<file path="src/hdl/gdic_pkg.sv">
// Package for the graph degree invariant compare block: field widths, command
// codes, shared-unit operations and the result record. No dependencies.
`default_nettype none
package gdic_pkg;

	localparam int CMD_W    = 2;
	localparam int VERTEX_W = 10;

	localparam int DEF_NUM_VERTICES = 1024;
	localparam int DEF_MAX_EDGES    = 1024;
	localparam int DEF_DEGREE_BINS  = 2048;

	localparam logic [CMD_W-1:0] CMD_EDGE_ONE = 2'd0;
	localparam logic [CMD_W-1:0] CMD_EDGE_TWO = 2'd1;
	localparam logic [CMD_W-1:0] CMD_COMPARE  = 2'd2;

	typedef enum logic [1:0] {
		ALU_DEG_INC1,
		ALU_DEG_INC2,
		ALU_TALLY_UP,
		ALU_TALLY_DN
	} alu_op_t;

	typedef struct packed {
		logic same_degrees;
		logic same_vertex_count;
		logic same_edge_count;
		logic invariants_match;
		logic overflow;
	} result_t;

endpackage
`default_nettype wire

</file>
<file path="src/hdl/gdic_alu.sv">
// Shared adder of the block: saturating degree increments and signed tally
// steps all pass through the one add and limit compare. Depends on gdic_pkg.
`default_nettype none
module gdic_alu #(
	parameter int DEG_W     = 11,
	parameter int TALLY_W   = 12,
	parameter int DEG_LIMIT = 2047
) (
	input  wire gdic_pkg::alu_op_t      op,
	input  wire logic [DEG_W-1:0]       deg_in,
	input  wire logic [TALLY_W-1:0]     tally_in,
	output logic      [DEG_W-1:0]       deg_out,
	output logic      [TALLY_W-1:0]     tally_out,
	output logic                        sat
);

	import gdic_pkg::*;

	localparam int AW = ((DEG_W > TALLY_W) ? DEG_W : TALLY_W) + 1;
	localparam logic signed [AW-1:0] LIMIT = AW'(DEG_LIMIT);

	logic signed [AW-1:0] operand;
	logic signed [AW-1:0] addend;
	logic signed [AW-1:0] sum;
	logic                 deg_op;

	always_comb begin
		deg_op = (op == ALU_DEG_INC1) || (op == ALU_DEG_INC2);
		if (deg_op) begin
			operand = AW'($signed({1'b0, deg_in}));
		end else begin
			operand = AW'($signed(tally_in));
		end
		unique case (op)
			ALU_DEG_INC1: addend = AW'(1);
			ALU_DEG_INC2: addend = AW'(2);
			ALU_TALLY_UP: addend = AW'(1);
			ALU_TALLY_DN: addend = -AW'(1);
			default:      addend = '0;
		endcase
		sum       = operand + addend;
		sat       = deg_op && (sum > LIMIT);
		deg_out   = sat ? LIMIT[DEG_W-1:0] : sum[DEG_W-1:0];
		tally_out = sum[TALLY_W-1:0];
	end

endmodule
`default_nettype wire

</file>
<file path="config.mk">
export PLATFORM = sky130hd
export DESIGN_NAME = gdic_alu
export DESIGN_NICKNAME = d
export VERILOG_FILES = /design/src/hdl/gdic_pkg.sv /design/src/hdl/gdic_alu.sv
export SDC_FILE = /design/constraint.sdc
export NUM_CORES = 1
export LEC_CHECK = 0
export ABC_AREA = 1
export BUFFER_PORTS_ARGS = -buffer_cell sky130_fd_sc_hd__buf_2
export CORE_MARGIN = 1.5
export CORE_UTILIZATION = 36
export DETAILED_ROUTE_END_ITERATION = 10
export GPL_TIMING_DRIVEN = 0
export PLACE_DENSITY = 0.71
export SLEW_MARGIN = 20
export SYNTH_ARGS = -nofsm -noshare
export SYNTH_HDL_FRONTEND = slang
export SYNTH_SLANG_ARGS = --single-unit
</file>
<file path="constraint.sdc">
create_clock -name vclk -period 4.38
set_input_delay 1.095 -clock vclk [all_inputs]
set_output_delay 1.095 -clock vclk [all_outputs]
set_load 0.02 [all_outputs]
</file>
# ---- Yosys cells after proc, flatten, opt, wreduce, memory -nomap -nowiden
# Index checks and enable logic that the tools add are counted.
dict set report word_totals {
  ff_bits 0
  inputBits 25
  out_inout_bits 24
  wordCells 12
}
dict set report op_classes {
  addsub 1
  order_cmp 1
  eq_ne 3
  mux 3
  n_reduce_logical 4
}
# cell count
set ops {}
lappend ops {{case mux 13 bit (3 select lines)} 1}
lappend ops {{adder 13 bit} 1}
lappend ops {{> comparator 13 x 12 -> 1 bit (second input constant)} 1}
lappend ops {{two-way mux 13 bit} 1}
lappend ops {{two-way mux 11 bit} 1}
lappend ops {{== test 2 bit (second input constant)} 2}
lappend ops {{== test 2 x 1 -> 1 bit (second input constant)} 1}
lappend ops {{logical NOT 2 bit} 1}
lappend ops {{OR reduction 2 bit} 1}
lappend ops {{logical AND 1 bit} 1}
lappend ops {{logical OR 1 bit} 1}

# ---- Logic depth before layout (Yosys ltp)
# Gate-level depths: netlist (run 1).
dict set report logic_depth {
  depth_word 7
  ltp_mapped 16
  depth_no_buf 14
}

# ---- Least setup slack after synthesis (run 1)
# No wires, ideal clock.
dict set report synth_path {
  kind {input to output}
  startpoint {input port op[1]}
  endpoint {output port deg_out[4]}
  t_arrival_ns 2.945
  setup_slack_ns 0.340
  cell_stages 10
  n_path_buf 1
  cell_sequence {inv_1 -> clkbuf_1 -> nand2_1 -> ha_1 -> fa_1 -> nand3_1 -> nand3_2 -> xor2_1 -> inv_1 -> nand2_2}
}
dict set report synth_via {
  elab_chain_cells 7
  elab_cells_between_ends 12
  classes_between {add/sub (1); order compare (1); eq/ne (3); mux (3); reduce/logical (4)}
}
# item line_no
set synth_lines {}
lappend synth_lines {{from (decl)} gdic_alu.sv:9} ;# input wire gdic_pkg::alu_op_t op,
lappend synth_lines {{== test 2 bit (tied with other cells)} gdic_alu.sv:34} ;# unique case (op)
lappend synth_lines {{OR reduction 2 bit (no line) / logical OR 1 bit (equally long branches)} -}
lappend synth_lines {{case mux 13 bit (3 select lines) / two-way mux 13 bit (equally long branches)} {gdic_alu.sv:34, gdic_alu.sv:29}}
lappend synth_lines {{adder 13 bit *} gdic_alu.sv:41} ;# sum = operand + addend;
lappend synth_lines {{net tally_out[4]} gdic_alu.sv:13} ;# output logic [TALLY_W-1:0] tally_out,
lappend synth_lines {{> comparator 13 x 12 -> 1 bit} gdic_alu.sv:42} ;# sat = deg_op && (sum > LIMIT);
lappend synth_lines {{logical AND 1 bit} gdic_alu.sv:42}
lappend synth_lines {{two-way mux 11 bit *} gdic_alu.sv:43} ;# deg_out = sat ? LIMIT[DEG_W-1:0] : sum[DEG_W-1:0];
lappend synth_lines {{to (decl)} gdic_alu.sv:12} ;# output logic [DEG_W-1:0] deg_out,
# The timed path passes the listed nets; every way through them passes the cells marked *.

# ---- Worst setup path in the final report (run 1)
dict set report layout_path {
  startpoint {input port op[1]}
  endpoint {output port deg_out[3]}
}
dict set report layout_via {
  elab_chain_cells 7
  elab_cells_between_ends 12
  classes_between {add/sub (1); order compare (1); eq/ne (3); mux (3); reduce/logical (4)}
}
# item line_no
set layout_lines {}
lappend layout_lines {{== test 2 bit (tied with other cells)} gdic_alu.sv:34}
lappend layout_lines {{OR reduction 2 bit (no line) / logical OR 1 bit (equally long branches)} -}
lappend layout_lines {{case mux 13 bit (3 select lines) / two-way mux 13 bit (equally long branches)} {gdic_alu.sv:34, gdic_alu.sv:29}}
lappend layout_lines {{adder 13 bit} gdic_alu.sv:41}
lappend layout_lines {{> comparator 13 x 12 -> 1 bit} gdic_alu.sv:42}
lappend layout_lines {{logical AND 1 bit} gdic_alu.sv:42}
lappend layout_lines {{two-way mux 11 bit *} gdic_alu.sv:43}
# Mark *: on every way between the ends. The rest lies on a longest branch, timed or not.

==> results.toml, run 1 <==
[finish]
seqCellArea_um2 = 0
seq_cells = 0
nClkBuffers = 0
fin_nets = 265
num-fill-cells = 254
antenna_cells = 0
syn2layout_area_growth_pct = 46.9
fin_cells = 252
drive_above_1_share_pct = 39.3

[routing]
routed_wl_um = 2370
wire_per_inst_um = 9.39
vias = 1129
ant_nets = 0
drtIter0Drc = 14
viasPerCell = 4.48
drt_drc_violations_left = 0
firstDrtPassIters = 4

[critical_path]
crit_required_ns = 3.28
cp_max_fo = 10
worstPathArrival_ns = 3.17
worstPathCellList = "buf_2, buf_6, nand2_4, clkinvlp_4, buf_4, ha_4, nand2_1, nor2_2, nand3_2, nand3_2, nor2_1, nor2_2, nand3_4, clkbuf_16, nand2_2, buf_2"
crit_path_end_kind = "primary output"
worst_path_max_delay_cell = "ha_4"
max_stage_delay_ns = 0.28
startpoint_type = "primary input"
path_class = "primary input to primary output"

[pwr]
ir_drop_uv = 136
power_density_nw_per_um2 = 217
p_leak_nw = 0.837
p_total_mw = 0.288

[hold_path]
hold_end = "tally_out[0]"
hold_depth = 5
min_from = "deg_in[0]"
holdCritPathClass = "primary input to primary output"

[yosys]
synth_cells = 171
synth_cell_types = 19
ys_warn_count = 0
syn_area_um2 = 902
avgSynthCellArea_um2 = 5.28
synth-seq-area-share_pct = 0
synth_nets = 210

[floorplanning]
core_area_um2 = 2300
io_pins = 49
die_area_um2 = 2820
rows = 17
initial_utilization_pct = 39.3
dieHeight_um = 53.1
die_w_um = 53.1

[sta]
slew_headroom_pct = 84.8
setup_viol = 0
drv_slew = 0
fin_crit_sh_pct = 97.4
hold_viol_final = 0
tightestPinTransition_ns = 0.227
fin_crit_ns = 4.27
fmax_mhz = 234

[global_routing]
track_usage_pct = 17.0
grt_overflow = 0
grt_max_degree = 11
antenna_found_initial = 0
grt_pass1_wl_um = 3710
grt_pass1_vias = 921

[cts]
cts_hold_buf = 0

[place]
port_buffers = 49
dp_hpwl_um = 1900
place_congestion = 0.832
dp.cells = 248

[run]
maxCapViolCount = 0

[status]
status = "finished, final reports clean"
through the flow:
stage	setup slack (ns)	instance area (um2)	util, %	TNS, ns	hold WS (ns)
finish	0.114	1330	57.7	0	2.64
global route	-0.0152	1330	57.7	-0.0664	2.68
CTS	0.0126	1240	54.2	0	2.65
detailed placement	-0.224	1180	51.5	-2.68	2.65
global placement	-0.216	1180	51.5	-2.68	2.64
floorplan	0.340	902	-	0	2.42
power breakdown:
group	leakage (nW)	internal, mW	total (mW)	switching (mW)
Sequential	0	0	0	0
Combinational	0.837	0.111	0.288	0.177
Clock	0	0	0	0
cell type report:
cell class,instances,area [um2],area share [%]
Buffer,4,41.3,3.12
Inverter,30,116,8.78
Multi-Input combinational cell,137,832,62.8
Tap cell,28,35.0,2.64
Timing Repair Buffer,52,293,22.1
Timing Repair inverter,1,7.51,0.567
cells in the mapped netlist (all sizes together):
cell,count,area (um2)
a21oi,6,30.0
a31oi,1,6.26
buf,1,11.3
clkbuf,3,11.3
fa,1,20.0
ha,13,163
inv,30,113
nand2,84,345
nand3,12,75.1
nand4,2,12.5
nor2,9,41.3
o211ai,1,7.51
o21ai,1,5.00
xnor2,2,17.5
xor2,5,43.8
metal layers:
metal,track usage (%),wire (um),vias up
met5,0,0,-
met4,0,0,0
met3,0,101,0
met2,30.6,1060,34
met1,24.0,1210,463
li1,-,-,632
worst max path at each step:
stage / cells after the start / start / to
floorplan: 10 / op[1] / deg_out[4]
global placement: 15 / op[1] / deg_out[3]
detailed placement: 15 / op[1] / deg_out[7]
CTS: 16 / op[1] / deg_out[7]
global route: 16 / op[1] / deg_out[3]
finish: 16 / op[1] / deg_out[3]
worst max-delay path: cells and delay by family:
family	cells	cell delay (ns)
AND/OR/NAND/NOR	9	0.83
buffers and inverters	6	0.97
adder cells (fa/ha/maj)	1	0.28
logic make-up (layout without fill, tap and decap cells):
kind of cell | count (synthesis) | after routing | share of synthesized area (%)
and+or+nand+nor | 107 | 107 | 52.6
xor gates and xnor gates | 7 | 7 | 6.80
adders and majority gates | 14 | 14 | 20.3
buffers and inverters | 34 | 87 | 15.0
AOI/OAI and AO/OA | 9 | 9 | 5.41
what timing repair did:
action,CTS,global route
setup buffers,2,0
setup endpoints to repair,17,15
resized for setup,9,19
cloned,1,1
pin swaps,0,1
cells in the final DEF (no fill, tap or decap), types with 3 or more instances in the layout:
master / Yosys / final
ha_1: 13 / 8
nand3_2: 3 / 3
nand3_1: 9 / 8
ha_2: 0 / 3
nand2_1: 72 / 71
buf_2: 0 / 46
nor2_2: 3 / 4
xor2_1: 5 / 5
nand2_2: 12 / 12
inv_1: 28 / 27
nor2_1: 6 / 5
a21oi_1: 6 / 4
buf_4: 0 / 5
Power figures use the tool's default switching activity.
==> inputs of run 2 (changes only) <==
--- a/config.mk
+++ b/config.mk
@@ -13,3 +13,3 @@
 export GPL_TIMING_DRIVEN = 0
-export PLACE_DENSITY = 0.71
+export PLACE_DENSITY = 0.72
 export SLEW_MARGIN = 20
==> constraint.sdc (replaced) <==
create_clock -name vclk -period 4.38
set_input_delay 1.095 -clock vclk [all_inputs]
set_output_delay 1.095 -clock vclk [all_outputs]
set_load 0.005 [all_outputs]
==> results.toml, run 2 (synthesis gave the netlist of run 1 again) <==
[critical_path]
max_stage_delay_ns = 0.36
worstPathCellList = "buf_2, inv_1, buf_6, nand2_1, ha_1, fa_2, nand3_1, nand3_2, nand3_1, nand3_2, nor2_1, nor2_2, nand3_4, clkbuf_16, nand2_2, buf_2"
worst_path_max_delay_cell = "fa_2"
worstPathArrival_ns = 3.14
crit_required_ns = 3.28
startpoint_type = "primary input"
cp_max_fo = 10
critPathTopFamily = "simple AND/OR/NAND/NOR gates"
path_class = "primary input to primary output"
crit_path_end_kind = "primary output"
cp_num_buf_inv = 5

[finish]
fin_util_pct = 57.7
num-fill-cells = 253
fin_cells = 253
final_common_cell = "nand2_1"
antenna_cells = 0
finalInstanceArea_um2 = 1330
nClkBuffers = 0
syn2layout_area_growth_pct = 47.0
fin_nets = 266
layout_common_cells = "nand2_1 (71), buf_2 (49), inv_1 (27)"
seqCellArea_um2 = 0
drive_above_1_share_pct = 38.7
seq_cells = 0

[status]
status = "finished, final reports clean"

[sta]
setup_tns_ns = 0
rsz0062_at_grt = "no"
setup_viol = 0
tightestPinTransition_ns = 0.284
fin_crit_sh_pct = 96.7
setup_ws_ns = 0.144
fin_crit_ns = 4.24
fmax_mhz = 236
hold_viol_final = 0
drv_slew = 0
slew_headroom_pct = 81.0

[pwr]
p_leak_nw = 0.839
power_density_nw_per_um2 = 171
ir_drop_uv = 96.3

[global_routing]
grt_util_met3_pct = 0
grt_max_degree = 11
met1_usage_pct = 23.3
grt_pass1_wl_um = 3690
grt_pass1_vias = 938
grt_util_met2_pct = 31.9
antenna_found_initial = 0
grt_overflow = 0
grt_most_used_layer = "met2"
track_usage_pct = 17.1

[floorplanning]
dieHeight_um = 53.1
io_pins = 49
die_area_um2 = 2820
rows = 17
die_w_um = 53.1
initial_utilization_pct = 39.3
core_area_um2 = 2300

[routing]
wire_per_inst_um = 9.56
routed_wl_um = 2420
ant_nets = 0
vias = 1135
firstDrtPassIters = 4
viasPerCell = 4.49
drt_drc_violations_left = 0
drtIter0Drc = 24

[cts]
cts_hold_buf = 0

[hold_path]
hold_end = "tally_out[0]"
min_from = "deg_in[0]"
hold_depth = 5
holdCritPathClass = "primary input to primary output"

[place]
post-place-ws_ns = -0.191
dp_hpwl_um = 1920
dp.cells = 248
place_area_um2 = 1180
place_congestion = 0.826
port_buffers = 49

[run]
maxCapViolCount = 0
-- run 2: cell type report --
class / instances / area [um2] / area share [%]
Multi-Input combinational cell: 137 / 833 / 62.8
Inverter: 30 / 116 / 8.77
Buffer: 4 / 41.3 / 3.11
Timing Repair inverter: 1 / 7.51 / 0.566
Timing Repair Buffer: 53 / 293 / 22.1
Tap cell: 28 / 35.0 / 2.64
-- run 2: worst max-delay path by stage --
stage	start	end	slack [ns]	depth (start not counted)
final	op[1]	deg_out[8]	0.14	16
after detailed placement	op[1]	deg_out[7]	-0.19	15
after CTS	op[1]	deg_out[7]	0.0003	15
after floorplan	op[1]	deg_out[1]	0.42	14
after global placement	op[1]	deg_out[3]	-0.17	15
after global routing	op[1]	deg_out[4]	0.003	18
-- run 2: timing repair --
item | 4_1_cts | 5_1_grt
gates resized for setup | 6 | 18
pin swaps | 0 | 1
buffers inserted | 0 | 3
gates cloned | 1 | 1
endpoints found under the setup margin | 14 | 14
-- run 2: stage by stage --
step / total power, mW / hold slack (ns)
floorplan: 0.131 / 2.35
global placement: 0.203 / 2.60
detailed placement: 0.205 / 2.60
CTS: 0.208 / 2.60
global route: 0.257 / 2.64
finish: 0.226 / 2.59
-- run 2: power breakdown --
group | total [mW] | internal [mW] | switching (mW)
registers | 0 | 0 | 0
clock network | 0 | 0 | 0
logic | 0.226 | 0.107 | 0.119
total | 0.226 | 0.107 | 0.119
-- run 2: routing by layer --
layer	routed length (um)	part of all wire [%]
met2	1120	46
met1	1170	48
met3	130	5.4
met5	0	0
met4	0	0
-- run 2: tightest hold or removal path: stages --
cell	delay [ns]
buf_2	0.07
nand2_1	0.04
nand2_1	0.05
ha_1	0.13
buf_2	0.11
==> inputs of run 3 (changes only) <==
- CAP_MARGIN: default -> 20
- clock period: 4.38 -> 5.2 ns (I/O delays scaled with it)
==> results.toml, run 3 (synthesis gave the netlist of run 1 again) <==
[pwr]
p_leak_nw = 0.810
switchingPower_mw = 0.0935
swShare_pct = 54.5
clockPowerShare_pct = 0
intPower_mw = 0.0779
ir_drop_uv = 75.0
power_frac_seq_pct = 0
power_density_nw_per_um2 = 145
pwr-share-comb_pct = 100.0

[finish]
nClkBuffers = 0
seq_cells = 0
antenna_cells = 0
num-fill-cells = 276
seqCellArea_um2 = 0
syn2layout_area_growth_pct = 31.2
drive_above_1_share_pct = 32.3
fin_nets = 261
multi_input_area_um2 = 767
layout_common_cells = "nand2_1 (72), buf_2 (49), inv_1 (28)"
final_common_cell = "nand2_1"
fin_util_pct = 51.5
fin_cells = 248

[global_routing]
grt_pass1_wl_um = 3590
grt_pass1_vias = 918
grt_max_degree = 12
antenna_found_initial = 0
track_usage_pct = 16.7
grt_overflow = 0

[floorplanning]
core_area_um2 = 2300
die_area_um2 = 2820
dieHeight_um = 53.1
rows = 17
io_pins = 49
die_w_um = 53.1
initial_utilization_pct = 39.3

[critical_path]
crit_required_ns = 3.90
path_class = "primary input to primary output"
cp_max_fo = 10
crit_path_end_kind = "primary output"
worstPathArrival_ns = 3.64
crit_start = "op[1]"
startpoint_type = "primary input"

[place]
dp.cells = 248
place_congestion = 0.826
dp_hpwl_um = 1920
port_buffers = 49
post-place-ws_ns = 0.219

[sta]
setup_tns_ns = 0
fin_crit_sh_pct = 95.0
fmax_mhz = 203
slew_headroom_pct = 71.2
tightestPinTransition_ns = 0.432
rsz0062_at_grt = "no"
drv_slew = 0
fin_crit_ns = 4.94
setup_viol = 0
hold_ws_ns = 3.00
hold_viol_final = 0
setup_ws_ns = 0.262

[cts]
post_cts_buffers = 0

[run]
maxCapViolCount = 0

[routing]
routed_wl_um = 2160
firstDrtPassIters = 4
drt_drc_violations_left = 0
wire_per_inst_um = 8.72
viasPerCell = 4.40
drtIter0Drc = 22
vias = 1092
ant_nets = 0

[hold_path]
min_from = "deg_in[0]"
holdCritPathClass = "primary input to primary output"
hold_depth = 5

[status]
status = "finished, final reports clean"
run 3: area by class of cell:
type	instances	share of cell area, %
multi-input cells	137	64.8
repair buffers	49	20.7
inverters	30	9.51
well taps	28	2.96
plain buffers	4	2.01
run 3: worst max-delay path, cell delays in order:
cell      delay, ns
buf_2          0.13
inv_1          0.08
clkbuf_1       0.36
nand2_1        0.10
ha_1           0.25
fa_1           0.41
nand3_1        0.11
nand3_2        0.12
nand3_1        0.11
nand3_2        0.07
nor2_1         0.09
nor2_1         0.05
nand3_2        0.08
buf_6          0.17
nand2_2        0.05
buf_2          0.12
run 3: power by group through the flow:
stage	clock [mW]	combinational, mW	sequential, mW
floorplan	0	0.110	0
global placement	0	0.171	0
detailed placement	0	0.173	0
global route	0	0.198	0
finish	0	0.171	0
CTS	0	0.174	0
run 3: worst paths after layout:
check                          end
worst max-delay path    deg_out[7]
worst min-delay path  tally_out[0]
run 3: timing repair:
item                                    CTS  global route
gates resized for setup                   0             2
endpoints found under the setup margin    0            10
hold buffers                              0             0
run 3: routing by layer:
metal,track usage (%),wire length (um)
met1,22.6,1100
met2,31.3,966
met3,0,101
met4,0,0
met5,0,0
run 3: per-stage QoR:
step	power, mW	area [um2]
finish	0.171	1180
detailed placement	0.173	1180
global route	0.198	1180
global placement	0.171	1180
floorplan	0.110	902
CTS	0.174	1180
